**src/rtl/core/qrs_sqrt_cell.sv**
```systemverilog
// ----------------------------------------------------------------------------
// qrs_sqrt_cell
// One step of a digit-by-digit square root: takes two radicand bits, decides
// one root bit and hands remainder, root and side data to the next cell.
// ----------------------------------------------------------------------------
module qrs_sqrt_cell #(
  parameter int unsigned SqBits = 17,
  parameter int unsigned SbBits = 8
) (
  input  logic                clk_i,
  input  logic                rst_ni,
  input  logic                en_i,
  input  logic                valid_i,
  input  logic [2*SqBits-1:0] rad_i,
  input  logic [SqBits+2:0]   rem_i,
  input  logic [SqBits-1:0]   root_i,
  input  logic [SbBits-1:0]   sb_i,
  output logic                valid_o,
  output logic [2*SqBits-1:0] rad_o,
  output logic [SqBits+2:0]   rem_o,
  output logic [SqBits-1:0]   root_o,
  output logic [SbBits-1:0]   sb_o
);

  logic [SqBits+2:0] rem_sh;
  logic [SqBits+2:0] trial;
  logic              take;

  assign rem_sh = {rem_i[SqBits:0], rad_i[2*SqBits-1 -: 2]};
  assign trial  = {1'b0, root_i, 2'b01};
  assign take   = (rem_sh >= trial);

  always_ff @(posedge clk_i or negedge rst_ni) begin
    if (!rst_ni) begin
      valid_o <= 1'b0;
    end else if (en_i) begin
      valid_o <= valid_i;
    end
  end

  always_ff @(posedge clk_i) begin
    if (en_i) begin
      rad_o  <= {rad_i[2*SqBits-3:0], 2'b00};
      rem_o  <= take ? (rem_sh - trial) : rem_sh;
      root_o <= {root_i[SqBits-2:0], take};
      sb_o   <= sb_i;
    end
  end

endmodule

```
**config.mk**
```make
export PLATFORM = sky130hd
export DESIGN_NAME = qrs_sqrt_cell
export DESIGN_NICKNAME = d
export VERILOG_FILES = /design/src/rtl/core/qrs_sqrt_cell.sv
export SDC_FILE = /design/constraint.sdc
export NUM_CORES = 1
export LEC_CHECK = 0
export ABC_AREA = 0
export BUFFER_PORTS_ARGS = -buffer_cell sky130_fd_sc_hd__buf_4
export CORE_MARGIN = 2
export CORE_UTILIZATION = 34
export CTS_CLUSTER_SIZE = 28
export DETAILED_ROUTE_END_ITERATION = 12
export PLACE_DENSITY = 0.69
export SYNTH_ARGS = -nofsm -noshare
export SYNTH_HDL_FRONTEND = slang
export SYNTH_SLANG_ARGS = --single-unit
```
**constraint.sdc**
```tcl
create_clock -name clk_i -period 0.8 [get_ports clk_i]
set_input_delay 0.12 -clock clk_i [delete_from_list [all_inputs] [get_ports clk_i]]
set_output_delay 0.12 -clock clk_i [all_outputs]
set_load 0.05 [all_outputs]
```
==> results.py, run 1 <==
metrics = {
    "status": {
        "status": "complete, but fails checks",
        "violations": "setup timing",
    },
    "worst_setup_path": {
        "worstPathArrival_ns": 2.23,
        "crit_type": "input port to flip-flop",
        "timing.rr.start": "valid_o",
        "required_ns": 0.88,
        "crit_path_start": "root_i[6]",
        "r2r_setup_slack_ns": 0.01,
        "cp_max_fo": 8,
        "endpoint": "rem_o[18]",
        "cp-end-kind": "flip-flop",
        "reg2regPathDepth": 1,
        "r2r_end": "valid_o",
        "startpoint_type": "input port",
    },
    "global_route": {
        "grt_pass1_vias": 3432,
        "track_usage_pct": 18.7,
        "grt_overflow_total": 0,
        "antenna_found_initial": 0,
        "grt_pass1_wl_mm": 17.0,
        "grt_max_degree": 36,
    },
    "logic_synthesis": {
        "seq_area_frac_synth_pct": 61.0,
        "synthArstFlopShare_pct": 1.28,
        "synth_enable_flop_cells": 77,
        "ys.flop_type": "edfxtp_1",
        "muxShareOfSynthArea_pct": 5.23,
        "synth_cell_types": 52,
        "netlist_area_sq_um": 3830,
        "synth.avg_cell_area_sq_um": 13.4,
        "synth-xor-area-share_pct": 3.20,
        "ys_ff_latch": 78,
        "synth-simple-area-share_pct": 7.90,
        "synth_top_family_by_area": "compound AO/OA/AOI/OAI gates",
        "synth_cells": 286,
        "synth_compound_area_share_pct": 11.8,
        "synth_fa_ha_area_share_pct": 6.21,
        "synth.yosys.warnings": 0,
    },
    "final_layout": {
        "fin_cells": 723,
        "fillers": 802,
        "area_growth_pct": 85.5,
        "antenna_cells": 0,
        "regArea_sq_um": 2340,
        "layout.nets": 680,
        "utilization_pct": 65.0,
        "multi_input_area_sq_um": 1490,
        "drive_gt1_share_pct": 50.6,
    },
    "drt": {
        "routed_wirelength_mm": 11.4,
        "drt_iter0_markers": 183,
        "wl_per_cell_um": 15.8,
        "drtPass1Iterations": 4,
        "drc": 0,
        "final_antenna_net_count": 0,
        "viasPerCell": 4.67,
        "vias": 3378,
    },
    "clock_tree": {
        "clk_latency_ns": 0.33,
        "cts_made_buffers": 9,
        "cts_sinks": 78,
        "htreeDepth": 3,
        "cts_tree": "yes",
        "cts_root_buffer": "clkbuf_16",
        "cts.clk_slew.worst_paths_ns": 0.06,
        "cts_buffer_depth": 2,
    },
    "placement": {
        "portBuffers": 158,
        "place_congestion": 0.876,
        "dp.cells": 640,
        "dpl.hpwl_mm": 7.88,
    },
    "floorplanning": {
        "rows": 38,
        "start_util_pct": 35.0,
        "die_h_um": 110,
        "dieWidth_um": 110,
        "boundaryPins": 163,
        "coreArea_sq_um": 10900,
        "die_area_sq_um": 12100,
    },
    "pwr": {
        "peakVddDrop_v": 0.00121,
        "powerDensity_nw_per_um2": 2000,
        "p_leak_uw": 0.00313,
        "p_total_uw": 14200,
    },
    "sta": {
        "setup_viol": 99,
        "clock.fmax_mhz": 466,
        "finClkSkew_ns": 0,
        "rsz0062_at_grt": "true",
        "hold_viol_final": 0,
        "setup_slack_ns": -1.35,
        "finalCritPeriodShare_pct": 268,
        "report.final.slew_viol_count": 0,
        "timing.final.crit_period_ns": 2.15,
        "tns_ns": -42.52,
    },
    "run": {
        "maxCapViolations": 0,
    },
    "worst_hold_path": {
        "min_path_type": "input port to flip-flop",
    },
}
==> metal layers <==
| metal | track usage (%) | part of all wire (%) | wire (um) |
|---|---|---|---|
| met1 | 22.4 | 41 | 4630 |
| met2 | 32.8 | 50 | 5640 |
| met3 | 4.06 | 7.9 | 905 |
| met4 | 7.14 | 1.9 | 214 |
| met5 | 0 | 0 | 0 |
==> registers in the layout, summed over array words and instances (netlist names) <==
| register | cells |
|---|---|
| rad_o | 32 |
| rem_o | 20 |
| root_o | 17 |
| sb_o | 8 |
| valid_o | 1 |
==> cell type report <==
class	instances	area share [%]
clock buffers	9	3.17
clock inverters	7	1.02
inverters	23	1.53
multi-input cells	175	21.0
flip-flops and latches	78	32.9
well taps	140	2.47
repair buffers	290	37.7
repair inverters	1	0.158
==> cells by family (layout without fill, tap and decap cells) <==
group | count (synthesis) | after routing
adders and majority gates | 19 | 19
and+or+nand+nor | 62 | 62
muxes | 16 | 16
AOI/OAI and AO/OA | 62 | 62
buffers and inverters | 34 | 330
DFF | 78 | 78
other | 1 | 2
xor gates and xnor gates | 14 | 14
==> worst max-delay path, cell delays in order <==
cell	delay, ns
buf_4	0.10
inv_2	0.04
ha_4	0.27
nand2_4	0.05
or4_4	0.52
or3_4	0.35
a21o_1	0.17
and2_4	0.18
inv_8	0.11
mux2_4	0.31
==> synth_stat cells, drive strengths merged, types with 3 or more instances <==
master	instances	area (sq um)
o31ai	3	22.5
edfxtp	77	2310
nor2	15	56.3
xor2	4	35.0
nor3	3	15.0
a21o	5	37.5
a21oi	20	126
xnor2	10	87.6
nand2	18	70.1
mux2	14	180
a31oi	4	25.0
buf	9	77.6
nand3	9	45.0
o21ai	12	63.8
nand4	4	25.0
o211ai	3	22.5
ha	19	238
a211oi	3	22.5
inv	23	91.3
and3	3	18.8
==> through the flow <==
stage               worst slack [ns]  hold WS (ns)  instance area (sq um)
CTS                            -1.34       0.00693                   7080
global route                   -1.38        0.0228                   7110
finish                         -1.35        0.0304                   7110
floorplan                      -1.85        -0.176                   3960
detailed placement             -1.90        -0.103                   5730
global placement               -1.87        -0.105                   5730
==> worst min-delay path by stage <==
stage	from	to	slack, ns	depth (start not counted)
after global routing	valid_i	valid_o	0.02	2
after floorplan	rst_ni	valid_o	-0.18	0
after detailed placement	rst_ni	valid_o	-0.10	1
final	valid_i	valid_o	0.03	2
after CTS	valid_i	valid_o	0.007	2
after global placement	rst_ni	valid_o	-0.10	1
==> what timing repair did <==
| item | CTS | global route |
|---|---|---|
| cloned | 1 | 0 |
| gates resized for setup | 109 | 2 |
| pin swaps | 17 | 2 |
| setup buffers | 9 | 0 |
| endpoints found under the hold margin | 57 | 0 |
| setup endpoints to repair | 99 | 100 |
| hold buffers | 57 | 0 |
==> power by group <==
part           total, uW  internal (uW)  switching, uW
sequential          5180           4990            190
clock               4130           2420           1710
combinational       4920           2250           2680
==> cell usage in the layout (no fill, tap or decap), types with 12 or more instances in the layout <==
cell and instances:
a21oi_1 17, buf_4 144, buf_6 86, dlygate4sd3_1 57, edfxtp_1 77, inv_1 16
mux2_4 12, nand2_1 14, nor2_1 15
No activity file was read; power rests on OpenSTA's default activity.
==> run 2, diff against run 1 <==
Settings changed: RECOVER_POWER set to 25.
==> results.py, run 2 (synthesis results as in run 1) <==
metrics = {
    "status": {
        "status": "complete, but fails checks",
        "violations": "setup timing",
    },
    "sta": {
        "report.final.slew_viol_count": 0,
        "finClkSkew_ns": 0,
        "setup_viol": 99,
        "timing.final.crit_period_ns": 2.15,
        "setup_slack_ns": -1.35,
        "hold_ws_ns": 0.0314,
        "hold_viol_final": 0,
        "rsz0062_at_grt": "true",
        "finalCritPeriodShare_pct": 268,
        "clock.fmax_mhz": 466,
    },
    "worst_hold_path": {
        "min_path_type": "input port to flip-flop",
        "min_path_cells": 2,
    },
    "floorplanning": {
        "rows": 38,
        "coreArea_sq_um": 10900,
        "boundaryPins": 163,
        "start_util_pct": 35.0,
        "dieWidth_um": 110,
        "die_h_um": 110,
        "die_area_sq_um": 12100,
    },
    "final_layout": {
        "drive_gt1_share_pct": 50.4,
        "largest_reg_flops": 32,
        "stdcell_area_sq_um": 7080,
        "layout.nets": 680,
        "reg_top3": "rad_o (32), rem_o (20), root_o (17)",
        "layout_commonest_cell": "buf_4",
        "antenna_cells": 0,
        "top_register": "rad_o",
        "area_growth_pct": 84.9,
        "most-common-layout-cells": "buf_4 (141), buf_6 (86), edfxtp_1 (77)",
    },
    "worst_setup_path": {
        "r2r_setup_slack_ns": 0.01,
        "critPathMaxStageDelay_ns": 0.52,
        "worstPathArrival_ns": 2.23,
        "crit_type": "input port to flip-flop",
        "required_ns": 0.88,
        "reg2regPathDepth": 1,
        "cp-end-kind": "flip-flop",
        "cp_max_fo": 8,
        "startpoint_type": "input port",
        "crit_chain": "buf_4, inv_2, ha_4, nand2_4, or4_4, or3_4, a21o_1, and2_4, inv_8, mux2_4",
        "slowest_stage": "or4_4",
    },
    "global_route": {
        "track_usage_pct": 18.7,
        "grt_overflow_total": 0,
        "grt_max_degree": 36,
        "grt_pass1_vias": 3432,
        "antenna_found_initial": 0,
        "grt_pass1_wl_mm": 17.0,
    },
    "clock_tree": {
        "cts.clk_slew.worst_paths_ns": 0.06,
        "htreeDepth": 3,
        "cts_buffer_depth": 2,
        "cts_sinks": 78,
        "clk_latency_ns": 0.33,
        "cts_tree": "yes",
        "cts_root_buffer": "clkbuf_16",
        "cts_made_buffers": 9,
    },
    "drt": {
        "routed_wirelength_mm": 11.4,
        "vias": 3391,
        "viasPerCell": 4.69,
        "drtPass1Iterations": 4,
        "final_antenna_net_count": 0,
        "wl_per_cell_um": 15.8,
        "drc": 0,
        "drt_iter0_markers": 172,
    },
    "pwr": {
        "p_total_uw": 14200,
        "powerDensity_nw_per_um2": 2010,
        "p_leak_uw": 0.00312,
        "peakVddDrop_v": 0.00121,
    },
    "placement": {
        "place_congestion": 0.876,
        "dpl.hpwl_mm": 7.88,
        "portBuffers": 158,
        "post_dp_cell_area_sq_um": 5730,
    },
    "run": {
        "maxCapViolations": 0,
    },
}
## run 2: final timing paths
kind | startpoint | end
max | root_i[6] | rem_o[18]
min | valid_i | valid_o
max reg2reg | valid_o | valid_o
min reg2reg | valid_o | valid_o
max in group asynchronous | rst_ni | valid_o
min in group asynchronous | rst_ni | valid_o
## run 2: final cells by class
| type | count | area [sq um] |
|---|---|---|
| repair buffers | 290 | 2660 |
| well taps | 140 | 175 |
| clock inverters | 7 | 72.6 |
| inverters | 23 | 109 |
| flip-flops and latches | 78 | 2340 |
| multi-input cells | 175 | 1490 |
| repair inverters | 1 | 11.3 |
| fillers | 808 | 3850 |
| clock buffers | 9 | 225 |
## run 2: per-layer routing
layer  up-vias  share of wire (%)  GRT usage (%)
met5         -                  0              0
met4         0                2.0           7.14
met3        16                7.8           4.06
met2       129                 49           32.8
met1      1584                 41           22.4
li1       1662                  -              -
## run 2: critical path: cells and delay by family
family                   cells  cell delay (ns)
multiplexers                 1             0.31
AO/OA/AOI/OAI                1             0.17
adder cells (fa/ha/maj)      1             0.27
AND/OR/NAND/NOR              4             1.10
buffers and inverters        3             0.25
## run 2: repair_timing
item                                   in CTS  in global routing
hold buffers                               57                  0
pin swaps                                  17                  2
endpoints found under the hold margin      57                  0
setup endpoints to repair                  99                100
buffers inserted                            9                  0
cloned                                      1                  0
gates resized for setup                   109                  2
## run 2: report_power, final
group	leakage [uW]	switching [uW]	internal, uW	total (uW)
registers	0.000764	190	5000	5180
logic	0.00221	2680	2230	4910
clock network	0.000143	1700	2420	4130
## run 2: metrics by stage
stage	worst slack, ns	instances	setup TNS, ns	utilization (%)
final	-1.35	723	-42.50	64.8
after global routing	-1.38	723	-45.73	64.8
after floorplan	-1.85	287	-35.32	-
after global placement	-1.87	640	-37.41	52.4
after CTS	-1.34	723	-43.57	64.8
after detailed placement	-1.90	640	-38.56	52.4
==> run 3, diff against run 2 <==
Settings changed: CORE_UTILIZATION 34 to 39, HOLD_SLACK_MARGIN set to 0.02, PLACE_DENSITY 0.69 to 0.76.
==> results.py, run 3 (synthesis results as in run 1) <==
metrics = {
    "status": {
        "status": "complete, but fails checks",
        "violations": "setup timing",
    },
    "final_layout": {
        "fin_cells": 718,
        "layout_commonest_cell": "buf_4",
        "fillers": 606,
        "utilization_pct": 73.1,
        "stdcell_area_sq_um": 7050,
        "antenna_cells": 0,
        "top_register": "rad_o",
        "drive_gt1_share_pct": 50.9,
        "largest_reg_flops": 32,
        "most-common-layout-cells": "buf_4 (136), buf_6 (89), edfxtp_1 (77)",
        "reg_top3": "rad_o (32), rem_o (20), root_o (17)",
        "layout.nets": 682,
        "area_growth_pct": 84.0,
    },
    "clock_tree": {
        "clk_latency_ns": 0.36,
        "cts_tree": "yes",
        "cts_buffer_depth": 2,
        "htreeDepth": 3,
        "cts_made_buffers": 9,
        "cts.clk_slew.worst_paths_ns": 0.09,
        "cts_sinks": 78,
        "cts_root_buffer": "clkbuf_8",
    },
    "pwr": {
        "powerDensity_nw_per_um2": 1960,
        "peakVddDrop_v": 0.000958,
        "p_total_uw": 13800,
        "p_leak_uw": 0.00310,
    },
    "drt": {
        "vias": 3672,
        "wl_per_cell_um": 19.7,
        "drtPass1Iterations": 5,
        "drt_iter0_markers": 184,
        "routed_wirelength_mm": 14.2,
        "final_antenna_net_count": 0,
        "viasPerCell": 5.11,
        "drc": 0,
    },
    "worst_hold_path": {
        "min_path_type": "input port to flip-flop",
        "min-delay-start": "root_i[0]",
    },
    "global_route": {
        "grt_overflow_total": 0,
        "track_usage_pct": 25.1,
        "antenna_found_initial": 0,
        "grt_max_degree": 30,
        "grt_pass1_vias": 3654,
        "grt_pass1_wl_mm": 19.6,
    },
    "worst_setup_path": {
        "path_delay_family": "simple AND/OR/NAND/NOR gates",
        "critPathMaxStageDelay_ns": 0.51,
        "cp_max_fo": 8,
        "crit_chain": "buf_4, ha_4, nand2_2, or4_4, or3_4, a21o_1, and2_4, inv_8, mux2_4",
        "startpoint_type": "input port",
        "timing.rr.start": "valid_o",
        "required_ns": 0.93,
        "cp_num_buf_inv": 2,
        "crit_path_start": "rem_i[13]",
        "worstPathArrival_ns": 2.25,
        "crit_type": "input port to flip-flop",
        "slowest_stage": "or4_4",
        "cp-end-kind": "flip-flop",
    },
    "floorplanning": {
        "die_h_um": 103,
        "boundaryPins": 163,
        "coreArea_sq_um": 9640,
        "rows": 36,
        "dieWidth_um": 103,
        "die_area_sq_um": 10600,
        "start_util_pct": 39.7,
    },
    "sta": {
        "timing.final.crit_period_ns": 2.12,
        "setup_viol": 100,
        "finalCritPeriodShare_pct": 265,
        "rsz0062_at_grt": "true",
        "finClkSkew_ns": 0,
        "report.final.slew_viol_count": 0,
        "hold_viol_final": 0,
        "clock.fmax_mhz": 471,
        "setup_slack_ns": -1.32,
    },
    "run": {
        "maxCapViolations": 0,
    },
    "placement": {
        "dp.cells": 634,
        "portBuffers": 158,
        "place_congestion": 0.825,
        "post_dp_cell_area_sq_um": 5730,
        "dpl.hpwl_mm": 7.98,
    },
}
[run 3: cell count changes in the layout (fill, tap and decap cells not counted), sizes merged]
cell / delta
clkbuf: +3
clkinv: -3
inv: +2
buf: -1
bufinv: +1
[run 3: per-layer routing]
| metal | GRT usage [%] | vias to the layer above | wire length (um) | part of all wire [%] |
|---|---|---|---|---|
| li1 | - | 1663 | - | - |
| met1 | 30.1 | 1756 | 5340 | 38 |
| met2 | 43.2 | 217 | 7290 | 51 |
| met3 | 6.10 | 36 | 1180 | 8.3 |
| met4 | 10.6 | 0 | 363 | 2.6 |
| met5 | 0 | - | 0 | 0 |
[run 3: area by class of cell]
class | count | area [sq um] | area share (%)
Clock buffer | 9 | 124 | 1.76
Multi-Input combinational cell | 175 | 1500 | 21.2
Clock inverter | 7 | 105 | 1.49
Sequential cell | 78 | 2340 | 33.2
Timing Repair inverter | 1 | 11.3 | 0.160
Inverter | 23 | 128 | 1.81
Tap cell | 133 | 166 | 2.36
Timing Repair Buffer | 292 | 2680 | 38.0
[run 3: what timing repair did]
| item | in CTS | in global routing |
|---|---|---|
| hold endpoints to repair | 57 | 0 |
| buffers inserted | 8 | 3 |
| setup endpoints to repair | 99 | 100 |
| resized for setup | 107 | 22 |
| hold buffers | 57 | 0 |
| gates cloned | 1 | 0 |
| pin swaps | 14 | 8 |
[run 3: worst paths after layout]
| check | end | slack, ns | cells after the start |
|---|---|---|---|
| setup / recovery | rem_o[16] | -1.32 | 9 |
| hold / removal | root_o[1] | 0.05 | 2 |
| setup reg to reg | valid_o | -0.02 | 1 |
| hold reg to reg | valid_o | 0.59 | 1 |
| max in group asynchronous | valid_o | 0.61 | 2 |
| min in group asynchronous | valid_o | 0.10 | 2 |
[run 3: power by group]
| part | leakage, uW | internal [uW] | switching [uW] |
|---|---|---|---|
| logic | 0.00223 | 2260 | 2840 |
| registers | 0.000764 | 4990 | 218 |
| clock network | 0.000112 | 1810 | 1710 |
[run 3: metrics by stage]
stage / setup TNS [ns] / setup WS (ns) / hold WS, ns
2_1_floorplan: -35.32 / -1.85 / -0.176
3_3_place_gp: -39.46 / -1.85 / -0.105
3_5_place_dp: -40.71 / -1.89 / -0.104
4_1_cts: -46.54 / -1.36 / 0.0268
5_1_grt: -49.12 / -1.36 / 0.0540
6_report: -46.33 / -1.32 / 0.0474
