[src/rtl/core/qrs_div_cell.sv]
// ----------------------------------------------------------------------------
// qrs_div_cell
// One step of two restoring divisions that share a divisor: each lane shifts
// in one dividend bit and decides one quotient bit.
// ----------------------------------------------------------------------------
module qrs_div_cell #(
  parameter int unsigned NumBits = 50,
  parameter int unsigned DenBits = 17,
  parameter int unsigned SbBits  = 5
) (
  input  logic               clk_i,
  input  logic               rst_ni,
  input  logic               en_i,
  input  logic               valid_i,
  input  logic [NumBits-1:0] n1_i,
  input  logic [NumBits-1:0] n2_i,
  input  logic [DenBits-1:0] den_i,
  input  logic [DenBits:0]   r1_i,
  input  logic [DenBits:0]   r2_i,
  input  logic [NumBits-1:0] q1_i,
  input  logic [NumBits-1:0] q2_i,
  input  logic [SbBits-1:0]  sb_i,
  output logic               valid_o,
  output logic [NumBits-1:0] n1_o,
  output logic [NumBits-1:0] n2_o,
  output logic [DenBits-1:0] den_o,
  output logic [DenBits:0]   r1_o,
  output logic [DenBits:0]   r2_o,
  output logic [NumBits-1:0] q1_o,
  output logic [NumBits-1:0] q2_o,
  output logic [SbBits-1:0]  sb_o
);

  logic [DenBits:0] rs1;
  logic [DenBits:0] rs2;
  logic [DenBits:0] dx;
  logic             ge1;
  logic             ge2;

  assign rs1 = {r1_i[DenBits-1:0], n1_i[NumBits-1]};
  assign rs2 = {r2_i[DenBits-1:0], n2_i[NumBits-1]};
  assign dx  = {1'b0, den_i};
  assign ge1 = (rs1 >= dx);
  assign ge2 = (rs2 >= dx);

  always_ff @(posedge clk_i or negedge rst_ni) begin
    if (!rst_ni) begin
      valid_o <= 1'b0;
    end else if (en_i) begin
      valid_o <= valid_i;
    end
  end

  always_ff @(posedge clk_i) begin
    if (en_i) begin
      n1_o  <= {n1_i[NumBits-2:0], 1'b0};
      n2_o  <= {n2_i[NumBits-2:0], 1'b0};
      den_o <= den_i;
      r1_o  <= ge1 ? (rs1 - dx) : rs1;
      r2_o  <= ge2 ? (rs2 - dx) : rs2;
      q1_o  <= {q1_i[NumBits-2:0], ge1};
      q2_o  <= {q2_i[NumBits-2:0], ge2};
      sb_o  <= sb_i;
    end
  end

endmodule

[config.mk]
export PLATFORM = sky130hd
export DESIGN_NAME = qrs_div_cell
export DESIGN_NICKNAME = d
export VERILOG_FILES = /design/src/rtl/core/qrs_div_cell.sv
export SDC_FILE = /design/constraint.sdc
export NUM_CORES = 1
export LEC_CHECK = 0
export BUFFER_PORTS_ARGS = -buffer_cell sky130_fd_sc_hd__buf_2
export CORE_AREA = 8 8 195 197
export CTS_CLUSTER_DIAMETER = 100
export CTS_CLUSTER_SIZE = 20
export DETAILED_ROUTE_END_ITERATION = 12
export DIE_AREA = 0 0 203 205
export GPL_ROUTABILITY_DRIVEN = 0
export GPL_TIMING_DRIVEN = 1
export PLACE_DENSITY = 0.66
export SLEW_MARGIN = 10
export SYNTH_ARGS = -nofsm -noshare
export SYNTH_HDL_FRONTEND = slang
export SYNTH_SLANG_ARGS = --single-unit
[constraint.sdc]
create_clock -name clk_i -period 1.5 [get_ports clk_i]
set_input_delay 0.3 -clock clk_i [delete_from_list [all_inputs] [get_ports clk_i]]
set_output_delay 0.3 -clock clk_i [all_outputs]
set_load 0.05 [all_outputs]
==> impl_metrics.yaml, run 1 <==
setup_path:
  path_max_fanout: 7
  startpoint_type: "primary input"
  critPathRequiredTime_ns: 1.77
  r2r_start: "valid_o$_DFFE_PN0P_"
  crit_start: "n1_i[49]"
  crit_type: "in -> reg"
  end_kind: "flip-flop"
  arrival_ns: 2.39
synth:
  syn_area_um2: 9951
  ys_types: 60
  synthMostInstantiatedCell: "edfxtp_1"
  synth_top_cell_by_area: "edfxtp_1"
  synth-seq-cells: 257
  synthFlopType: "edfxtp_1"
  synthTopCellsByCount: "edfxtp_1 (256), a21oi_1 (38), ha_1 (34)"
  syn_inst: 569
  ys_top_cells_by_area: "edfxtp_1 (77%), ha_1 (4.3%), mux2_2 (1.9%), a21oi_1 (1.9%), xnor2_1 (1.7%)"
  syn_avg_cell_area_um2: 17.49
  synth.top_cell.area_share_pct: 77.25
  ys_seq_area_share_pct: 77.51
  synth_edf_count: 256
  async_reset_ff_share_pct: 0.3891
  yosys_warnings: 0
timing:
  finalSetupTns_ns: -19.82
  rsz0062_at_grt: "true"
  finalWorstSetupSlack_ns: -0.6230
  slew_viol_final: 0
  fin_crit_sh_pct: 141.5
  finalHoldViolations: 0
  max_freq_ghz: 0.4710
  skew_ns: 0
  fin_crit_ns: 2.123
  tightest_slew_ns: 0.4939
  setup_violations: 38
  max_slew_margin_pct: 66.77
grt:
  grt_max_degree: 43
  busiest_layer: "met2"
  use_met1_pct: 19.23
  grt_overflow: 0
  use_met2_pct: 34.85
  grt_util_all_layers_pct: 18.06
  gr-usage-met3_pct: 4.570
  grt_pass1_wl_mm: 57.85
  grt_antenna_before_repair: 8
  grt_pass1_vias: 9302
run:
  cap_violations: 0
die:
  dieArea_um2: 41620
  rows: 69
  ios: 521
  initial_core_util_pct: 28.46
  core_area_um2: 34960
  die_height_um: 205
  die_w_um: 203
power:
  switching_power_uw: 6569
  ir_worst_vdd_mv: 0.9017
  internal_power_uw: 13080
  power_frac_seq_pct: 45.0
  p_comb_share_pct: 31.1
  p_per_area_nw_per_um2: 1125
  p_leak_uw: 0.007575
  p_sw_share_pct: 33.43
  p_clk_share_pct: 23.9
place:
  dpl.hpwl_mm: 28.93
  dpl_cell_area_um2: 14190
  portBuffers: 514
detailed_routing:
  dr.pass1.iters: 5
  via_per_inst: 4.459
  postRouteAntennaNets: 0
  wl_mm: 39.82
  drt_iter0_drc: 400
  drc_errors: 0
  wl_per_cell_um: 20.71
  dr_total_vias: 8574
final_layout:
  final_util_pct: 49.94
  layout-drive-gt1-share_pct: 53.25
  area_growth_pct: 75.49
  postLayoutCellArea_um2: 17460
  nets: 1754
  fillCellCount: 2929
run_status:
  violations: "negative setup slack"
  status: "finished, violations left"
clock_network:
  clock-root-buffer: "clkbuf_16"
  clock_latency_ns: 0.50
  cts_inserted_buffers: 17
  cts_sinks: 257
  clock_path_buffers: 3
  cts_max_level: 1
  clk_pin_slew_worst_paths_ns: 0.09
  cts_tree: "built"
worst_hold_path:
  hold_start: "den_i[15]"
  hp-class: "in -> reg"
[sequential cells by signal (all words and copies together), names as in the netlist]
name / cells
r1_o: 18
valid_o: 1
den_o: 17
r2_o: 18
q1_o: 50
sb_o: 5
n1_o: 49
n2_o: 49
q2_o: 50
[cell families after synthesis]
logic type,share of synthesized area (%)
flops,77.51
compound gates,7.129
simple gates,4.175
buf+inv,1.823
fa+ha+maj,4.678
xor+xnor,2.288
mux,2.364
other cells,0.03769
[metrics by stage]
step | total power, µW | hold WS (ns) | std cells | setup slack, ns
floorplan | 12300 | 0.004409 | 570 | -0.7995
global placement | 14150 | 0.07498 | 1666 | -1.096
detailed placement | 14210 | 0.07815 | 1666 | -1.164
CTS | 19780 | 0.03460 | 1921 | -0.5239
global route | 20390 | 0.04256 | 1923 | -0.6658
finish | 19650 | 0.07366 | 1923 | -0.6230
[power by group through the flow]
stage          registers [µW]  clock network, µW  logic (µW)
2_1_floorplan           11300                  0         984
3_3_place_gp             8990                  0        5160
3_5_place_dp             9000                  0        5210
4_1_cts                  8840               4900        6030
5_1_grt                  8910               5080        6410
6_report                 8850               4690        6110
[placed cells by master, fill, tap and decap left out, types with 7 or more instances in the layout]
cell type	Yosys	routed
buf_2	6	495
edfxtp_1	256	256
dlygate4sd3_1	0	216
buf_4	2	142
a21oi_1	38	28
ha_1	34	26
nand2_1	21	20
inv_1	27	19
nor2_1	31	18
xnor2_1	19	18
clkbuf_16	0	17
a21oi_2	3	13
mux2_4	0	12
o21ai_0	12	11
buf_6	2	11
a21o_1	10	10
nor2_4	0	8
mux2_2	17	8
ha_4	0	7
buf_12	0	7
[routing by layer]
metal  vias to the layer above  wire length, µm
li1                       3951                -
met1                      4211            14180
met2                       339            21740
met3                        59             2886
met4                        14              925
met5                         -               92
[repair_timing]
| action | in CTS | in global routing |
|---|---|---|
| pin swaps | 12 | 14 |
| setup endpoints to repair | 47 | 44 |
| hold endpoints to repair | 216 | 0 |
| gates cloned | 4 | 0 |
| setup buffers | 13 | 5 |
| hold buffers | 216 | 0 |
| resized for setup | 69 | 43 |
[worst max-delay path, cell delays in order]
cell and delay, ns:
buf_12 0.11, inv_12 0.04, ha_4 0.11, inv_2 0.04, fa_2 0.36, a21oi_2 0.19, o21ai_2 0.10, o21ba_4 0.22
o41ai_4 0.20, buf_4 0.19, buf_12 0.10, a21oi_4 0.10, mux2_4 0.33
[cell type report]
class                           instances  area [µm²]  share of cell area, %
Multi-Input combinational cell        275        2506                  14.35
Inverter                               27       126.4                 0.7237
Clock inverter                          6       65.06                 0.3726
Clock buffer                           18       429.2                  2.458
Timing Repair Buffer                  878        6045                  34.61
Sequential cell                       257        7712                  44.16
Tap cell                              461       576.8                  3.303
Antenna cell                            1       2.502                0.01433
[final timing paths]
| kind | endpoint | slack, ns | depth (start not counted) |
|---|---|---|---|
| min in group asynchronous | valid_o$_DFFE_PN0P_ | 0.12 | 2 |
| setup reg to reg | valid_o$_DFFE_PN0P_ | 0.76 | 1 |
| setup / recovery | r1_o[16]$_DFFE_PP_ | -0.62 | 13 |
| max in group asynchronous | valid_o$_DFFE_PN0P_ | 1.30 | 2 |
| hold reg to reg | valid_o$_DFFE_PN0P_ | 0.52 | 1 |
| hold / removal | den_o[15]$_DFFE_PP_ | 0.07 | 2 |
No activity file was read; power rests on OpenSTA's default activity.
==> run 2: changes to the inputs <==
--- a/config.mk
+++ b/config.mk
@@ -5,15 +5,16 @@
 export SDC_FILE = /design/constraint.sdc
 export NUM_CORES = 1
 export LEC_CHECK = 0
+export ABC_AREA = 1
 export BUFFER_PORTS_ARGS = -buffer_cell sky130_fd_sc_hd__buf_2
-export CORE_AREA = 8 8 195 197
+export CORE_AREA = 8 8 196 198
 export CTS_CLUSTER_DIAMETER = 100
 export CTS_CLUSTER_SIZE = 20
 export DETAILED_ROUTE_END_ITERATION = 12
-export DIE_AREA = 0 0 203 205
+export DIE_AREA = 0 0 204 206
 export GPL_ROUTABILITY_DRIVEN = 0
 export GPL_TIMING_DRIVEN = 1
-export PLACE_DENSITY = 0.66
+export PLACE_DENSITY = 0.68
 export SLEW_MARGIN = 10
 export SYNTH_ARGS = -nofsm -noshare
 export SYNTH_HDL_FRONTEND = slang
==> impl_metrics.yaml, run 2 <==
die:
  die_w_um: 204
  die_height_um: 206
  dieArea_um2: 42020
  rows: 69
  ios: 521
  core_area_um2: 35220
  initial_core_util_pct: 30.83
setup_path:
  critPathSlowestCell: "ha_4"
  crit_chain: "buf_8 > clkinvlp_4 > ha_4 > buf_4 > nand2_2 > nand2_2 > a21oi_4 > nand3_4 > nor2_4 > buf_12 > a21oi_2"
  startpoint_type: "primary input"
  crit_type: "in -> reg"
  critPathRequiredTime_ns: 1.77
  end_kind: "flip-flop"
  critPathTopFamily: "buffers and inverters"
  critPathMaxStageDelay_ns: 0.31
  r2r_start: "valid_o$_DFFE_PN0P_"
  path_max_fanout: 5
  critPathMostFrequentCell: "nand2_2"
  path_buf_inv: 4
  crit_start: "den_i[16]"
  arrival_ns: 1.88
synth:
  ys_top_cells_by_area: "edfxtp_1 (71%), nand2_1 (11%), inv_1 (4.3%), ha_1 (3.9%), nand3_1 (1.5%)"
  synthTopCellsByCount: "nand2_1 (327), edfxtp_1 (256), inv_1 (124)"
  synth.top_cell.area_share_pct: 70.79
  synth_edf_count: 256
  ys_types: 30
  ys_seq_area_share_pct: 71.02
  synth-seq-cells: 257
  synthMostInstantiatedCell: "nand2_1"
  syn_inst: 901
  synth_top_cell_by_area: "edfxtp_1"
  yosys_warnings: 0
  synthFlopType: "edfxtp_1"
  syn_area_um2: 10860
  async_reset_ff_share_pct: 0.3891
  syn_avg_cell_area_um2: 12.05
timing:
  skew_ns: 0
  finalSetupTns_ns: -2.447
  finalWorstSetupSlack_ns: -0.1068
  max_freq_ghz: 0.6224
  rsz0062_at_grt: "true"
  setup_violations: 36
  fin_crit_ns: 1.607
  slew_viol_final: 0
  finalHoldViolations: 0
  fin_crit_sh_pct: 107.1
detailed_routing:
  drc_errors: 0
  wl_per_cell_um: 20.30
  dr.pass1.iters: 5
  via_per_inst: 4.472
  dr_total_vias: 10040
  postRouteAntennaNets: 0
  wl_mm: 45.55
  drt_iter0_drc: 607
clock_network:
  clock_latency_ns: 0.50
  clock-root-buffer: "clkbuf_16"
  clk_pin_slew_worst_paths_ns: 0.09
  cts_tree: "built"
  cts_sinks: 257
  clock_path_buffers: 3
  cts_inserted_buffers: 17
  cts_max_level: 1
final_layout:
  nets: 2072
  layout-drive-gt1-share_pct: 48.77
  most-common-layout-cells: "buf_2 (490), nand2_1 (258), edfxtp_1 (256)"
  final_util_pct: 53.20
  area_growth_pct: 72.58
  reg_top3: "q1_o x50, q2_o x50"
  mostFrequentLayoutCell: "buf_2"
  fin_cells: 2244
  postLayoutCellArea_um2: 18740
run_status:
  status: "finished, violations left"
  violations: "negative setup slack"
power:
  ir_worst_vdd_mv: 0.8815
  p_total_uw: 19790
  p_leak_uw: 0.008710
  p_per_area_nw_per_um2: 1056
place:
  dpl.hpwl_mm: 33.32
  dpl_cell_area_um2: 15110
  portBuffers: 514
  placedCellCount: 1970
grt:
  grt_pass1_wl_mm: 63.21
  grt_overflow: 0
  grt_pass1_vias: 10160
  grt_max_degree: 40
  grt_util_all_layers_pct: 19.74
  grt_antenna_before_repair: 5
worst_hold_path:
  hold_start: "den_i[7]"
  hp-class: "in -> reg"
run:
  cap_violations: 0
run 2: layout make-up:
type                            instances  area, µm²
Sequential cell                       257       7712
Tap cell                              461      576.8
Clock buffer                           23      447.9
Inverter                              139      578.1
Timing Repair Buffer                  856       5956
Multi-Input combinational cell        503       3408
Fill cell                            2929      16480
Clock inverter                          4      58.81
Antenna cell                            1      2.502
run 2: through the flow:
stage | setup WS [ns] | hold WS (ns)
3_3_place_gp | -0.6574 | 0.07564
3_5_place_dp | -0.6751 | 0.07631
5_1_grt | -0.1865 | 0.004379
2_1_floorplan | -0.3105 | 0.004409
4_1_cts | -0.05987 | 0.0009052
6_report | -0.1068 | 0.01969
run 2: kinds of logic (layout without fill, tap and decap cells):
logic type,count (synthesis),count (layout),share of synthesized area (%)
adders and majority gates,36,36,4.286
buffers and inverters,145,1022,5.392
xor gates and xnor gates,14,14,1.129
other,1,3,0.03453
DFF,257,257,71.02
and+or+nand+nor,427,430,16.83
AOI/OAI and AO/OA,20,20,1.198
muxes,1,1,0.1037
run 2: path summary, 6_finish.rpt:
path / to / slack (ns) / cells after the start
worst min register to register: valid_o$_DFFE_PN0P_ / 0.51 / 1
worst max-delay path: r1_o[17]$_DFFE_PP_ / -0.11 / 11
max in group asynchronous: valid_o$_DFFE_PN0P_ / 1.32 / 2
worst max register to register: valid_o$_DFFE_PN0P_ / 0.76 / 1
min in group asynchronous: valid_o$_DFFE_PN0P_ / 0.10 / 2
worst min-delay path: den_o[7]$_DFFE_PP_ / 0.02 / 1
run 2: metal layers:
layer  vias up  share of wire, %  track usage [%]
met2       459                51            35.04
met1      4758                36            22.51
met4         6               4.0            7.174
met3        91               8.7            5.470
li1       4721                 -                -
met5         -             0.081                0
run 2: timing repair:
action | 4_1_cts | 5_1_grt
hold buffers | 209 | 4
setup endpoints to repair | 42 | 43
hold endpoints to repair | 209 | 4
pin swaps | 23 | 43
gates resized for setup | 61 | 128
setup buffers | 12 | 17
cloned | 1 | 4
run 2: where the power goes:
part	switching, µW	leakage [µW]	internal (µW)	total, µW
Sequential	199	0.00252	8630	8830
Clock	2420	0.000246	2310	4730
Combinational	4200	0.00595	2030	6230
Total	6810	0.00871	13000	19800
==> run 3: changes to the inputs <==
--- a/config.mk
+++ b/config.mk
@@ -15,6 +15,7 @@
 export GPL_ROUTABILITY_DRIVEN = 0
 export GPL_TIMING_DRIVEN = 1
 export PLACE_DENSITY = 0.68
+export SKIP_LAST_GASP = 1
 export SLEW_MARGIN = 10
 export SYNTH_ARGS = -nofsm -noshare
 export SYNTH_HDL_FRONTEND = slang
==> impl_metrics.yaml, run 3 (synthesized netlist as in run 2, its figures left out) <==
clock_network:
  clock_path_buffers: 3
  cts_inserted_buffers: 17
  clock-root-buffer: "clkbuf_16"
  cts_sinks: 257
  clk_pin_slew_worst_paths_ns: 0.08
  clock_latency_ns: 0.50
  cts_max_level: 1
  cts_tree: "built"
final_layout:
  multi_input_area_um2: 3353
  area_growth_pct: 71.57
  mostFrequentLayoutCell: "buf_2"
  final_util_pct: 52.90
  fillCellCount: 2924
  reg_top3: "q1_o x50, q2_o x50"
  most-common-layout-cells: "buf_2 (490), nand2_1 (272), edfxtp_1 (256)"
  layout-drive-gt1-share_pct: 47.66
  seq_area_um2: 7712
  nets: 2065
  fin_cells: 2237
setup_path:
  crit_chain: "buf_2 > inv_4 > ha_4 > inv_2 > fa_2 > buf_6 > nand4_4 > nand3_4 > nor2_4 > buf_12 > a21oi_2"
  path_buf_inv: 5
  r2r_start: "valid_o$_DFFE_PN0P_"
  path_max_fanout: 5
  reg2reg_depth: 1
  crit_start: "n1_i[49]"
  crit_type: "in -> reg"
  timing.rr.end: "valid_o$_DFFE_PN0P_"
  arrival_ns: 1.87
  startpoint_type: "primary input"
  critPathSlowestCell: "fa_2"
  end_kind: "flip-flop"
  ff2ff_setup_slack_ns: 0.76
  cp.depth: 11
  critPathMaxStageDelay_ns: 0.41
  critPathTopFamily: "buffers and inverters"
  critPathRequiredTime_ns: 1.77
run_status:
  status: "finished, violations left"
  violations: "negative setup slack"
run:
  cap_violations: 0
power:
  switching_power_uw: 6791
  ir_worst_vdd_mv: 0.8821
  p_total_uw: 19740
  p_sw_share_pct: 34.41
  p_comb_share_pct: 31.3
  internal_power_uw: 12950
  p_leak_uw: 0.008661
  power_frac_seq_pct: 44.7
  p_per_area_nw_per_um2: 1059
  p_clk_share_pct: 24.0
grt:
  grt_overflow: 0
  grt_antenna_before_repair: 5
  grt_util_all_layers_pct: 19.73
  grt_pass1_vias: 10170
  grt_pass1_wl_mm: 63.18
  grt_max_degree: 40
detailed_routing:
  wl_mm: 45.26
  dr.pass1.iters: 5
  drt_iter0_drc: 601
  wl_per_cell_um: 20.23
  drc_errors: 0
  dr_total_vias: 9987
  postRouteAntennaNets: 0
  via_per_inst: 4.464
worst_hold_path:
  hold_start: "den_i[4]"
  whs_endpoint: "den_o[4]$_DFFE_PP_"
  hold_depth: 1
  hp-class: "in -> reg"
place:
  placedCellCount: 1970
  dpl.hpwl_mm: 33.32
  portBuffers: 514
timing:
  finalHoldViolations: 0
  slew_viol_final: 0
  fin_crit_ns: 1.604
  rsz0062_at_grt: "true"
  max_freq_ghz: 0.6233
  finalWorstSetupSlack_ns: -0.1043
  skew_ns: 0
  fin_crit_sh_pct: 107.0
  setup_violations: 36
die:
  initial_core_util_pct: 30.83
  die_height_um: 206
  core_area_um2: 35220
  ios: 521
  die_w_um: 204
  rows: 69
  dieArea_um2: 42020
[run 3: worst max-delay path by stage]
stage / slack (ns) / endpoint
after CTS: -0.06 / r1_o[10]$_DFFE_PP_
after detailed placement: -0.68 / r2_o[10]$_DFFE_PP_
after floorplan: -0.31 / r1_o[17]$_DFFE_PP_
final: -0.10 / r1_o[17]$_DFFE_PP_
after global placement: -0.66 / r1_o[12]$_DFFE_PP_
after global routing: -0.15 / r2_o[17]$_DFFE_PP_
[run 3: power by group through the flow]
stage               Clock, µW  Sequential [µW]  Combinational, µW
floorplan                   0            11200               1130
CTS                      4890             8810               5890
detailed placement          0             8970               5300
global placement            0             8940               5260
finish                   4730             8830               6170
global route             5110             8890               6490
[run 3: final cells by class]
class | instances | area share, %
Tap cell | 461 | 3.096
Timing Repair Buffer | 849 | 31.66
Sequential cell | 257 | 41.39
Inverter | 139 | 3.116
Antenna cell | 1 | 0.01343
Multi-Input combinational cell | 503 | 18.00
Clock inverter | 4 | 0.3156
Clock buffer | 23 | 2.404
[run 3: timing repair]
action | in CTS | in global routing
setup endpoints to repair | 42 | 43
setup buffers | 12 | 12
hold buffers | 207 | 4
gates resized for setup | 55 | 114
pin swaps | 23 | 42
hold endpoints to repair | 207 | 5
cloned | 1 | 4
[run 3: stage by stage]
step	worst slack [ns]	setup TNS [ns]	cell area (µm²)	hold WS, ns
3_3_place_gp	-0.6574	-22.29	15110	0.07564
5_1_grt	-0.1512	-4.070	18630	-0.004632
6_report	-0.1043	-2.023	18630	0.009420
2_1_floorplan	-0.3105	-8.837	11170	0.004409
3_5_place_dp	-0.6751	-23.95	15110	0.07631
4_1_cts	-0.05987	-1.180	18010	0.001818
[run 3: routing by layer]
metal | track usage, % | vias to the layer above | share of wire (%)
met4 | 7.277 | 6 | 4.4
li1 | - | 4707 | -
met1 | 22.46 | 4704 | 36
met5 | 0 | - | 0.084
met3 | 5.517 | 101 | 8.9
met2 | 34.98 | 469 | 50
